<file path="config.mk">
export PLATFORM = sky130hd
export DESIGN_NAME = alpha_unpremultiply_pixel_unit_flat
export DESIGN_NICKNAME = d
export VERILOG_FILES = /design/src/hw/rtl/apu_pkg.sv /design/src/hw/rtl/apu_in_if.sv /design/src/hw/rtl/apu_out_if.sv /design/src/hw/rtl/alpha_unpremultiply_pixel_unit.sv /design/src/flat_wrapper.sv
export SDC_FILE = /design/constraint.sdc
export NUM_CORES = 1
export LEC_CHECK = 0
export ABC_AREA = 1
export BUFFER_PORTS_ARGS = -buffer_cell sky130_fd_sc_hd__buf_2
export CORE_AREA = 2 2 349 351
export CTS_BUF_LIST = sky130_fd_sc_hd__clkbuf_4 sky130_fd_sc_hd__clkbuf_8 sky130_fd_sc_hd__clkbuf_16
export CTS_CLUSTER_DIAMETER = 150
export DETAILED_ROUTE_END_ITERATION = 6
export DIE_AREA = 0 0 351 353
export PLACE_DENSITY_LB_ADDON = 0.15
export REMOVE_ABC_BUFFERS = 1
export SYNTH_ARGS = -nofsm -noshare
export SYNTH_HDL_FRONTEND = slang
export SYNTH_SLANG_ARGS = --single-unit
</file>
<file path="constraint.sdc">
create_clock -name i_clk -period 19 [get_ports i_clk]
set_input_delay 2.85 -clock i_clk [delete_from_list [all_inputs] [get_ports i_clk]]
set_output_delay 2.85 -clock i_clk [all_outputs]
set_load 0.005 [all_outputs]
</file>
<file path="src/hw/rtl/apu_pkg.sv">
// apu_pkg: widths, constants and the pipeline stage word of the alpha unpremultiply unit
// no dependencies; imported by the interfaces and the top level
package apu_pkg;

    localparam int CHAN_W   = 8;              // bits per color or alpha byte
    localparam int NUM_W    = 2 * CHAN_W;     // c*255 + alpha/2 fits in 16 bits
    localparam int N_CHAN   = 3;              // blue, green, red
    localparam int N_DIV    = 4;              // division stages, two quotient bits each
    localparam int N_STG    = N_DIV + 1;      // numerator stage plus division stages

    localparam logic [CHAN_W-1:0] CHAN_MAX = 8'd255;
    localparam logic [CHAN_W-1:0] ALPHA_ZERO = 8'd0;

    // channel slots inside a stage word
    localparam int CH_BLUE  = 0;
    localparam int CH_GREEN = 1;
    localparam int CH_RED   = 2;

    typedef logic [CHAN_W-1:0] t_chan;
    typedef logic [NUM_W-1:0]  t_num;

    typedef struct packed {
        logic [N_CHAN-1:0][NUM_W-1:0]  rem;     // partial remainder
        logic [N_CHAN-1:0][CHAN_W-1:0] quo;     // quotient bits so far
        logic [N_CHAN-1:0][CHAN_W-1:0] raw;     // original channel for pass-through
        logic [N_CHAN-1:0]             sat;     // quotient would exceed 255
        logic [CHAN_W-1:0]             alpha;
        logic                          bypass;  // alpha is 0 or 255
    } t_stage;

endpackage

</file>
<file path="src/hw/rtl/apu_in_if.sv">
// apu_in_if: valid/ready channel carrying one premultiplied bgra word
// depends on apu_pkg
interface apu_in_if
    import apu_pkg::*;
();
    logic  valid;
    logic  ready;
    t_chan blue_in;
    t_chan green_in;
    t_chan red_in;
    t_chan alpha_in;

    modport source (output valid, blue_in, green_in, red_in, alpha_in, input ready);
    modport sink   (input valid, blue_in, green_in, red_in, alpha_in, output ready);
endinterface

</file>
<file path="src/hw/rtl/apu_out_if.sv">
// apu_out_if: valid/ready channel carrying one straight-alpha bgra word
// depends on apu_pkg
interface apu_out_if
    import apu_pkg::*;
();
    logic  valid;
    logic  ready;
    t_chan blue_out;
    t_chan green_out;
    t_chan red_out;
    t_chan alpha_out;

    modport source (output valid, blue_out, green_out, red_out, alpha_out, input ready);
    modport sink   (input valid, blue_out, green_out, red_out, alpha_out, output ready);
endinterface

</file>
<file path="src/hw/rtl/alpha_unpremultiply_pixel_unit.sv">
// alpha_unpremultiply_pixel_unit: five register stages, one word accepted per cycle while the entry stage has room
// an accepted word enters the numerator stage, then moves through the division stages in order to o_pix
// throughput: one word per cycle unless the output stalls; the restoring divider resolves two bits per stage
// stalls hold words in place; empty stages fill even while the output waits
// reset: synchronous active-low i_rst_n clears all stage valid bits
// depends on apu_pkg, apu_in_if, apu_out_if
module alpha_unpremultiply_pixel_unit
    import apu_pkg::*;
(
    input  logic      i_clk,
    input  logic      i_rst_n,
    apu_in_if.sink    i_pix,
    apu_out_if.source o_pix
);

    // one restoring division step on all three channels: try alpha shifted to bit b
    function automatic t_stage div_step(t_stage st, logic [2:0] b);
        t_stage res;
        t_num   dsr;
        res = st;
        dsr = t_num'(st.alpha) << b;
        for (int ch = 0; ch < N_CHAN; ch++) begin
            if (st.rem[ch] >= dsr) begin
                res.rem[ch]    = st.rem[ch] - dsr;
                res.quo[ch][b] = 1'b1;
            end
        end
        return res;
    endfunction

    // stage registers: index 0 holds the numerator, 1..N_DIV run the division
    t_stage           r_stg [N_STG];
    logic [N_STG-1:0] r_vld;
    t_stage           n_stg [N_STG];
    logic [N_STG-1:0] stg_en;

    // a stage may load when it is empty or its word moves on this cycle
    always_comb begin
        stg_en[N_STG-1] = !r_vld[N_STG-1] || o_pix.ready;
        for (int s = N_STG - 2; s >= 0; s--) begin
            stg_en[s] = !r_vld[s] || stg_en[s+1];
        end
    end

    assign i_pix.ready = stg_en[0];

    // numerator stage: n = c*255 + alpha/2, and the saturation test n >= 256*alpha
    always_comb begin
        t_chan  c [N_CHAN];
        t_num   num;
        t_num   lim;
        c[CH_BLUE]  = i_pix.blue_in;
        c[CH_GREEN] = i_pix.green_in;
        c[CH_RED]   = i_pix.red_in;
        lim = {i_pix.alpha_in, ALPHA_ZERO};
        n_stg[0].alpha  = i_pix.alpha_in;
        n_stg[0].bypass = (i_pix.alpha_in == ALPHA_ZERO) || (i_pix.alpha_in == CHAN_MAX);
        for (int ch = 0; ch < N_CHAN; ch++) begin
            // c*255 as c*256 - c, never negative
            num = ({c[ch], ALPHA_ZERO} - t_num'(c[ch])) + t_num'(i_pix.alpha_in[CHAN_W-1:1]);
            n_stg[0].rem[ch] = num;
            n_stg[0].quo[ch] = '0;
            n_stg[0].raw[ch] = c[ch];
            // past this point the quotient cannot fit in a byte
            n_stg[0].sat[ch] = (num >= lim);
        end
    end

    // division stages, quotient bits resolved msb first, two per stage
    for (genvar s = 1; s < N_STG; s++) begin : g_div
        localparam int HI = 2 * (N_DIV - s) + 1;
        always_comb begin
            n_stg[s] = div_step(div_step(r_stg[s-1], 3'(HI)), 3'(HI - 1));
        end
    end

    always_ff @(posedge i_clk) begin
        if (!i_rst_n) begin
            r_vld <= '0;
        end else begin
            for (int s = 0; s < N_STG; s++) begin
                if (stg_en[s]) begin
                    r_vld[s] <= (s == 0) ? i_pix.valid : r_vld[(s == 0) ? 0 : s - 1];
                end
            end
        end
    end

    // payload carries no reset
    always_ff @(posedge i_clk) begin
        for (int s = 0; s < N_STG; s++) begin
            if (stg_en[s]) begin
                r_stg[s] <= n_stg[s];
            end
        end
    end

    // final select: pass-through, saturate or quotient
    t_chan w_chan_out [N_CHAN];

    always_comb begin
        for (int ch = 0; ch < N_CHAN; ch++) begin
            priority if (r_stg[N_STG-1].bypass) begin
                w_chan_out[ch] = r_stg[N_STG-1].raw[ch];
            end else if (r_stg[N_STG-1].sat[ch]) begin
                w_chan_out[ch] = CHAN_MAX;
            end else begin
                w_chan_out[ch] = r_stg[N_STG-1].quo[ch];
            end
        end
    end

    assign o_pix.valid     = r_vld[N_STG-1];
    assign o_pix.blue_out  = w_chan_out[CH_BLUE];
    assign o_pix.green_out = w_chan_out[CH_GREEN];
    assign o_pix.red_out   = w_chan_out[CH_RED];
    assign o_pix.alpha_out = r_stg[N_STG-1].alpha;

    // remainder left by the divider must be below alpha when the quotient is used
    logic w_rem_ok;

    always_comb begin
        w_rem_ok = 1'b1;
        for (int ch = 0; ch < N_CHAN; ch++) begin
            if (!r_stg[N_STG-1].sat[ch] &&
                r_stg[N_STG-1].rem[ch] >= t_num'(r_stg[N_STG-1].alpha)) begin
                w_rem_ok = 1'b0;
            end
        end
    end

    // an empty entry stage always takes a word
    a_ready_when_room: assert property (@(posedge i_clk) disable iff (!i_rst_n)
        !r_vld[0] |-> i_pix.ready)
        else $error("input stalled with an empty entry stage");

    // an accepted word lands in the entry stage with its alpha
    a_entry_capture: assert property (@(posedge i_clk) disable iff (!i_rst_n)
        (i_pix.valid && i_pix.ready) |=> (r_vld[0] && r_stg[0].alpha == $past(i_pix.alpha_in)))
        else $error("accepted word not captured in entry stage");

    // divider finished with a proper remainder on every non-saturated channel
    a_div_remainder: assert property (@(posedge i_clk) disable iff (!i_rst_n)
        (r_vld[N_STG-1] && !r_stg[N_STG-1].bypass) |-> w_rem_ok)
        else $error("divider remainder not below alpha");

endmodule
</file>
<file path="src/flat_wrapper.sv">
// flat-port wrapper written by rule: the top's interface ports become plain ports
module alpha_unpremultiply_pixel_unit_flat import apu_pkg::*;
  (i_clk, i_rst_n, i_pix_valid, i_pix_blue_in, i_pix_green_in, i_pix_red_in, i_pix_alpha_in, i_pix_ready, o_pix_valid, o_pix_blue_out, o_pix_green_out, o_pix_red_out, o_pix_alpha_out, o_pix_ready);
  apu_in_if i_pix_i ();
  apu_out_if o_pix_i ();
  input  logic i_clk;
  input  logic i_rst_n;
  input wire logic [$bits(i_pix_i.valid)-1:0] i_pix_valid;
  input wire logic [$bits(i_pix_i.blue_in)-1:0] i_pix_blue_in;
  input wire logic [$bits(i_pix_i.green_in)-1:0] i_pix_green_in;
  input wire logic [$bits(i_pix_i.red_in)-1:0] i_pix_red_in;
  input wire logic [$bits(i_pix_i.alpha_in)-1:0] i_pix_alpha_in;
  output wire logic [$bits(i_pix_i.ready)-1:0] i_pix_ready;
  output wire logic [$bits(o_pix_i.valid)-1:0] o_pix_valid;
  output wire logic [$bits(o_pix_i.blue_out)-1:0] o_pix_blue_out;
  output wire logic [$bits(o_pix_i.green_out)-1:0] o_pix_green_out;
  output wire logic [$bits(o_pix_i.red_out)-1:0] o_pix_red_out;
  output wire logic [$bits(o_pix_i.alpha_out)-1:0] o_pix_alpha_out;
  input wire logic [$bits(o_pix_i.ready)-1:0] o_pix_ready;
  assign i_pix_i.valid = i_pix_valid;
  assign i_pix_i.blue_in = i_pix_blue_in;
  assign i_pix_i.green_in = i_pix_green_in;
  assign i_pix_i.red_in = i_pix_red_in;
  assign i_pix_i.alpha_in = i_pix_alpha_in;
  assign i_pix_ready = i_pix_i.ready;
  assign o_pix_valid = o_pix_i.valid;
  assign o_pix_blue_out = o_pix_i.blue_out;
  assign o_pix_green_out = o_pix_i.green_out;
  assign o_pix_red_out = o_pix_i.red_out;
  assign o_pix_alpha_out = o_pix_i.alpha_out;
  assign o_pix_i.ready = o_pix_ready;
  alpha_unpremultiply_pixel_unit u_core (.i_clk(i_clk), .i_rst_n(i_rst_n), .i_pix(i_pix_i), .o_pix(o_pix_i));
endmodule
</file>
* Yosys cells after proc, flatten, opt, wreduce, memory -nomap -nowiden *
Memory sizes are Yosys's and may differ from the RTL's.
Index checks and enable logic that the tools add are counted.

storage, ports and cells
  output and inout bits = 34
  memories = 1
  bits of input ports = 36
  bits in writable memories = 540
  flip-flop bits (word level) = 5
  word-level logic and storage cells = 140

memory list
  memory        words  width  rd ports  clocked after Yosys merged registers in  write ports  RTL line                              RTL
  u_core.r_stg  5      108    5         0                                        5            alpha_unpremultiply_pixel_unit.sv:32  t_stage r_stg [N_STG];

operators by class
  reduce and logical (&&, ||, !) cells = 12
  order comparisons = 27
  $add $sub $neg = 30
  equal/unequal tests = 1
  muxes and demuxes = 64

operator list
  kind                count
  $mux 16             24
  $sub 16x8->16       6
  $add 16x7->16       3
  $ge 16x10->1        3
  $ge 16x11->1        3
  $ge 16x12->1        3
  $ge 16x13->1        3
  $ge 16x14->1        3
  $ge 16x15->1        3
  $ge 16x16->1        3
  $ge 16x8->1         3
  $ge 16x9->1         3
  $mux 8              6
  $sub 16x10->16      3
  $sub 16x11->16      3
  $sub 16x12->16      3
  $sub 16x13->16      3
  $sub 16x14->16      3
  $sub 16x15->16      3
  $sub 16x9->16       3
  $mux 1              34
  $eq 8x8->1 const B  1
  $logic_not 8->1     1
  $logic_or 1x1->1    6
  $logic_not 1->1     5

* Depth between registers and ports, before layout *
  word-level depth = 8
  depth in mapped cells = 24

* Worst setup path after synthesis *
Ideal clock, no wire load.

  path type = input -> output
  start point = in o_pix_ready
  end point = out i_pix_ready
  path buffers = 0
  cell stages on the path = 8
  data required time = 16150 ps
  arrival = 10421 ps
  path slack = 5729 ps
  path through = nor2_1 > inv_1 > nor2_1 > inv_1 > nor2_1 > inv_1 > nor2_1 > nand2_1

on the way
  longest elaborated chain between the ends = 5

ends and longest elaborated chain
  item                           RTL line                              RTL
  from (decl)                    flat_wrapper.sv:19                    input wire logic [$bits(o_pix_i.ready)-1:0] o_pix_ready;
  $logic_or 1x1->1               alpha_unpremultiply_pixel_unit.sv:39  stg_en[N_STG-1] = !r_vld[N_STG-1] || o_pix.ready;
  named net u_core.stg_en[4]     alpha_unpremultiply_pixel_unit.sv:35  logic [N_STG-1:0] stg_en;
  $logic_or 1x1->1               alpha_unpremultiply_pixel_unit.sv:41  stg_en[s] = !r_vld[s] || stg_en[s+1];
  named net u_core.stg_en[3]     alpha_unpremultiply_pixel_unit.sv:35
  $logic_or 1x1->1               alpha_unpremultiply_pixel_unit.sv:41
  named net u_core.stg_en[2]     alpha_unpremultiply_pixel_unit.sv:35
  $logic_or 1x1->1 (2 in a row)  alpha_unpremultiply_pixel_unit.sv:41
  to (decl)                      flat_wrapper.sv:13                    output wire logic [$bits(i_pix_i.ready)-1:0] i_pix_ready;

The timed path passes the listed nets, and every way through them passes these cells.

* Worst setup path in the final report *
Ends and elaborated chain as after synthesis.

==> results by group <==
Outcome
  • Status: complete, no violations

Layout
  • Final core occ: 27.1%
  • Fillers: about 13,000
  • Fin nets: 3,560
  • Final Cell Area: 32,700 um^2
  • Area growth syn-to-layout: 13.9%
  • Antenna diodes: 0
  • Fraction of layout cells with a size suffix above 1: ~9%

Min path
  • HP Class: reg2reg

Yosys
  • Share of the synthesized area in the top cell type: a little under half
  • Count leader, synth: nand2_1
  • Synth warnings: 0
  • Sequential-to-total area share from yosys stat: a little under half
  • Async set-or-reset flop fraction in the synthesized netlist: 0%
  • Synth Instances: 3,178
  • Post-Syn Area: 28,700 um^2
  • Most frequent cells after synthesis: nand2_1, edfxtp_1, inv_1, nor2_1, ha_1
  • Synth area leader: edfxtp_1
  • Synth Register Bits: 437
  • Number of synthesized flops with an enable pin: 432
  • Synth area leaders: edfxtp_1, ha_1, nand2_1
  • Post-Syn Area per Cell: 9.03 um^2
  • Synth cell types: between 50 and 60
  • Top FF cell, synth: edfxtp_1

Timing
  • Achievable Freq: ~120 MHz
  • Final hold violations: 0
  • Slew margin rel.: 28.6%
  • Setup TNS: 0 ns
  • Slew Viols, Final: 0
  • Clock Skew: 0.0374 ns
  • Slew @ Worst Pin: 1.07 ns
  • RSZ-0062 raised after global routing: false
  • Final Worst Setup Slack: around 11 ns
  • Setup violators final: 0
  • Minimum clock period: 8.21 ns
  • Final Cycle Share: 43.2%

Clock tree
  • Clk slew on worst S/H paths: ~0.060 ns
  • Clock Path Buffers: 3
  • CTS Sinks: 437
  • Post-CTS Resized: 0
  • Clk Latency, worst-skew pair: 0.62 ns
  • H-tree depth: 2
  • CTS Buf Count: 52
  • Root Buffer: clkbuf_16
  • TritonCTS clock tree: built
  • Hold-fix buffers, CTS: 0
  • Buffer count from post-CTS setup fixing: 0

Global routing
  • Remaining Overflow, GRT: 0
  • First-pass GRT wire length: 122 mm
  • GRT Total Usage: ~13%
  • Largest net degree at the start of global routing: 63
  • Vias in the first global route: between 20,000 and 25,000
  • Initial antenna violation count: 3

Floorplanning
  • Die W: 351 um
  • Starting Density: 23.8%
  • DIE HEIGHT: ~350 um
  • Core footprint: around 120,000 um^2
  • IO Count: 70
  • Die Area: 124,000 um^2
  • Num rows: 128

Critical path
  • Startpoint Class: input pin
  • CP Capture Type: output pin
  • Worst Path Required: 16.15 ns
  • Register-to-register setup slack: approximately 14 ns
  • Crit path max fanout: 43
  • Crit path kind: in2out
  • Crit path DAT: ~5.4 ns

Run
  • Maxcap violations: 0

Route
  • Initial drt markers: 1,095
  • Drt pass-1 iters: 7
  • ANT nets after route: 0
  • Mean number of vias per cell: 4.21
  • WL/cell: about 16 um
  • Routed vias: 20,800
  • Routed WL: 78.7 mm
  • DRC viols: 0

Place
  • Port bufs: 69
  • Post-DP HPWL: 61.8 mm
  • DP Area: 30,800 um^2
  • Place WS: 10.66 ns
  • GPL Wtd Cong: between 0.8 and 0.9

Pwr
  • VDD IR max: 0.0731 mV
  • Total power: 5.52 mW
  • PwrDens: 169 nW/um^2
  • Static Leak: around 14 nW
## layout make-up
| class | instances | area [um^2] | share of cell area, % |
|---|---|---|---|
| Clock buffer | 67 | 1440 | 4.40 |
| Clock inverter | 31 | 405 | 1.24 |
| Inverter | 417 | 1580 | 4.83 |
| Multi-Input combinational cell | 2279 | 13800 | 42.1 |
| Sequential cell | 437 | 13100 | 40.0 |
| Tap cell | 1625 | 2030 | 6.22 |
| Timing Repair Buffer | 76 | 398 | 1.22 |
## power by group
part           internal, mW  switching (mW)
registers              1.41           0.160
logic                  1.11            1.78
clock network         0.646           0.411
total                  3.17            2.35
## layer usage
layer	vias to the layer above	wire (um)	GRT usage [%]	part of all wire, %
met5	-	0	0	0
met4	0	1460	2.89	1.8
met3	80	2350	1.45	3.0
met2	239	33800	19.5	43
met1	9435	41100	18.9	52
li1	11000	-	-	-
## worst paths after layout
path,depth (start not counted),end,start
max,10,i_pix_ready,o_pix_ready
min,0,u_core.r_stg[0][463]$_DFFE_PP_,u_core.r_stg[0][355]$_DFFE_PP_
max reg2reg,19,u_core.r_stg[0][320]$_DFFE_PP_,u_core.r_stg[0][110]$_DFFE_PP_
min reg2reg,0,u_core.r_stg[0][463]$_DFFE_PP_,u_core.r_stg[0][355]$_DFFE_PP_
## cells by family after synthesis
family / share of synthesized area [%]
compound gates: 9.05
fa+ha+maj: 12.0
simple gates: 21.3
xor+xnor: 5.34
mux: 0.196
flops: 45.6
buf+inv: 6.52
## critical path: stages
cell	delay, ns
buf_2	0.10
nor2_1	0.19
clkinv_2	0.10
nor2_1	0.18
inv_4	0.28
nor2_1	0.27
inv_4	0.22
nor2_1	0.44
nand2_4	0.43
buf_2	0.27
## layout by cell type (no fill, tap or decap), types with 43 or more instances in the layout
cell | Yosys | routed
inv_1 | 409 | 405
ha_1 | 237 | 237
edfxtp_1 | 432 | 432
xor2_1 | 117 | 117
buf_2 | 12 | 69
nor3_1 | 43 | 43
nand4_1 | 61 | 61
nand2_1 | 714 | 713
nor2_1 | 258 | 258
xnor2_1 | 58 | 58
o21ai_0 | 143 | 143
a21oi_1 | 201 | 201
clkbuf_16 | 0 | 53
nand3_1 | 177 | 177
## per-stage QoR
stage	hold slack (ns)	std cells
3_3_place_gp	0.401	4834
4_1_cts	0.416	4932
6_report	0.410	4932
2_1_floorplan	0.400	3133
3_5_place_dp	0.405	4834
5_1_grt	0.419	4932
## state kept, by name, indices dropped and copies added (netlist names)
register,flops
u_core.r_stg,432
u_core.r_vld,5
Power figures use the tool's default switching activity.
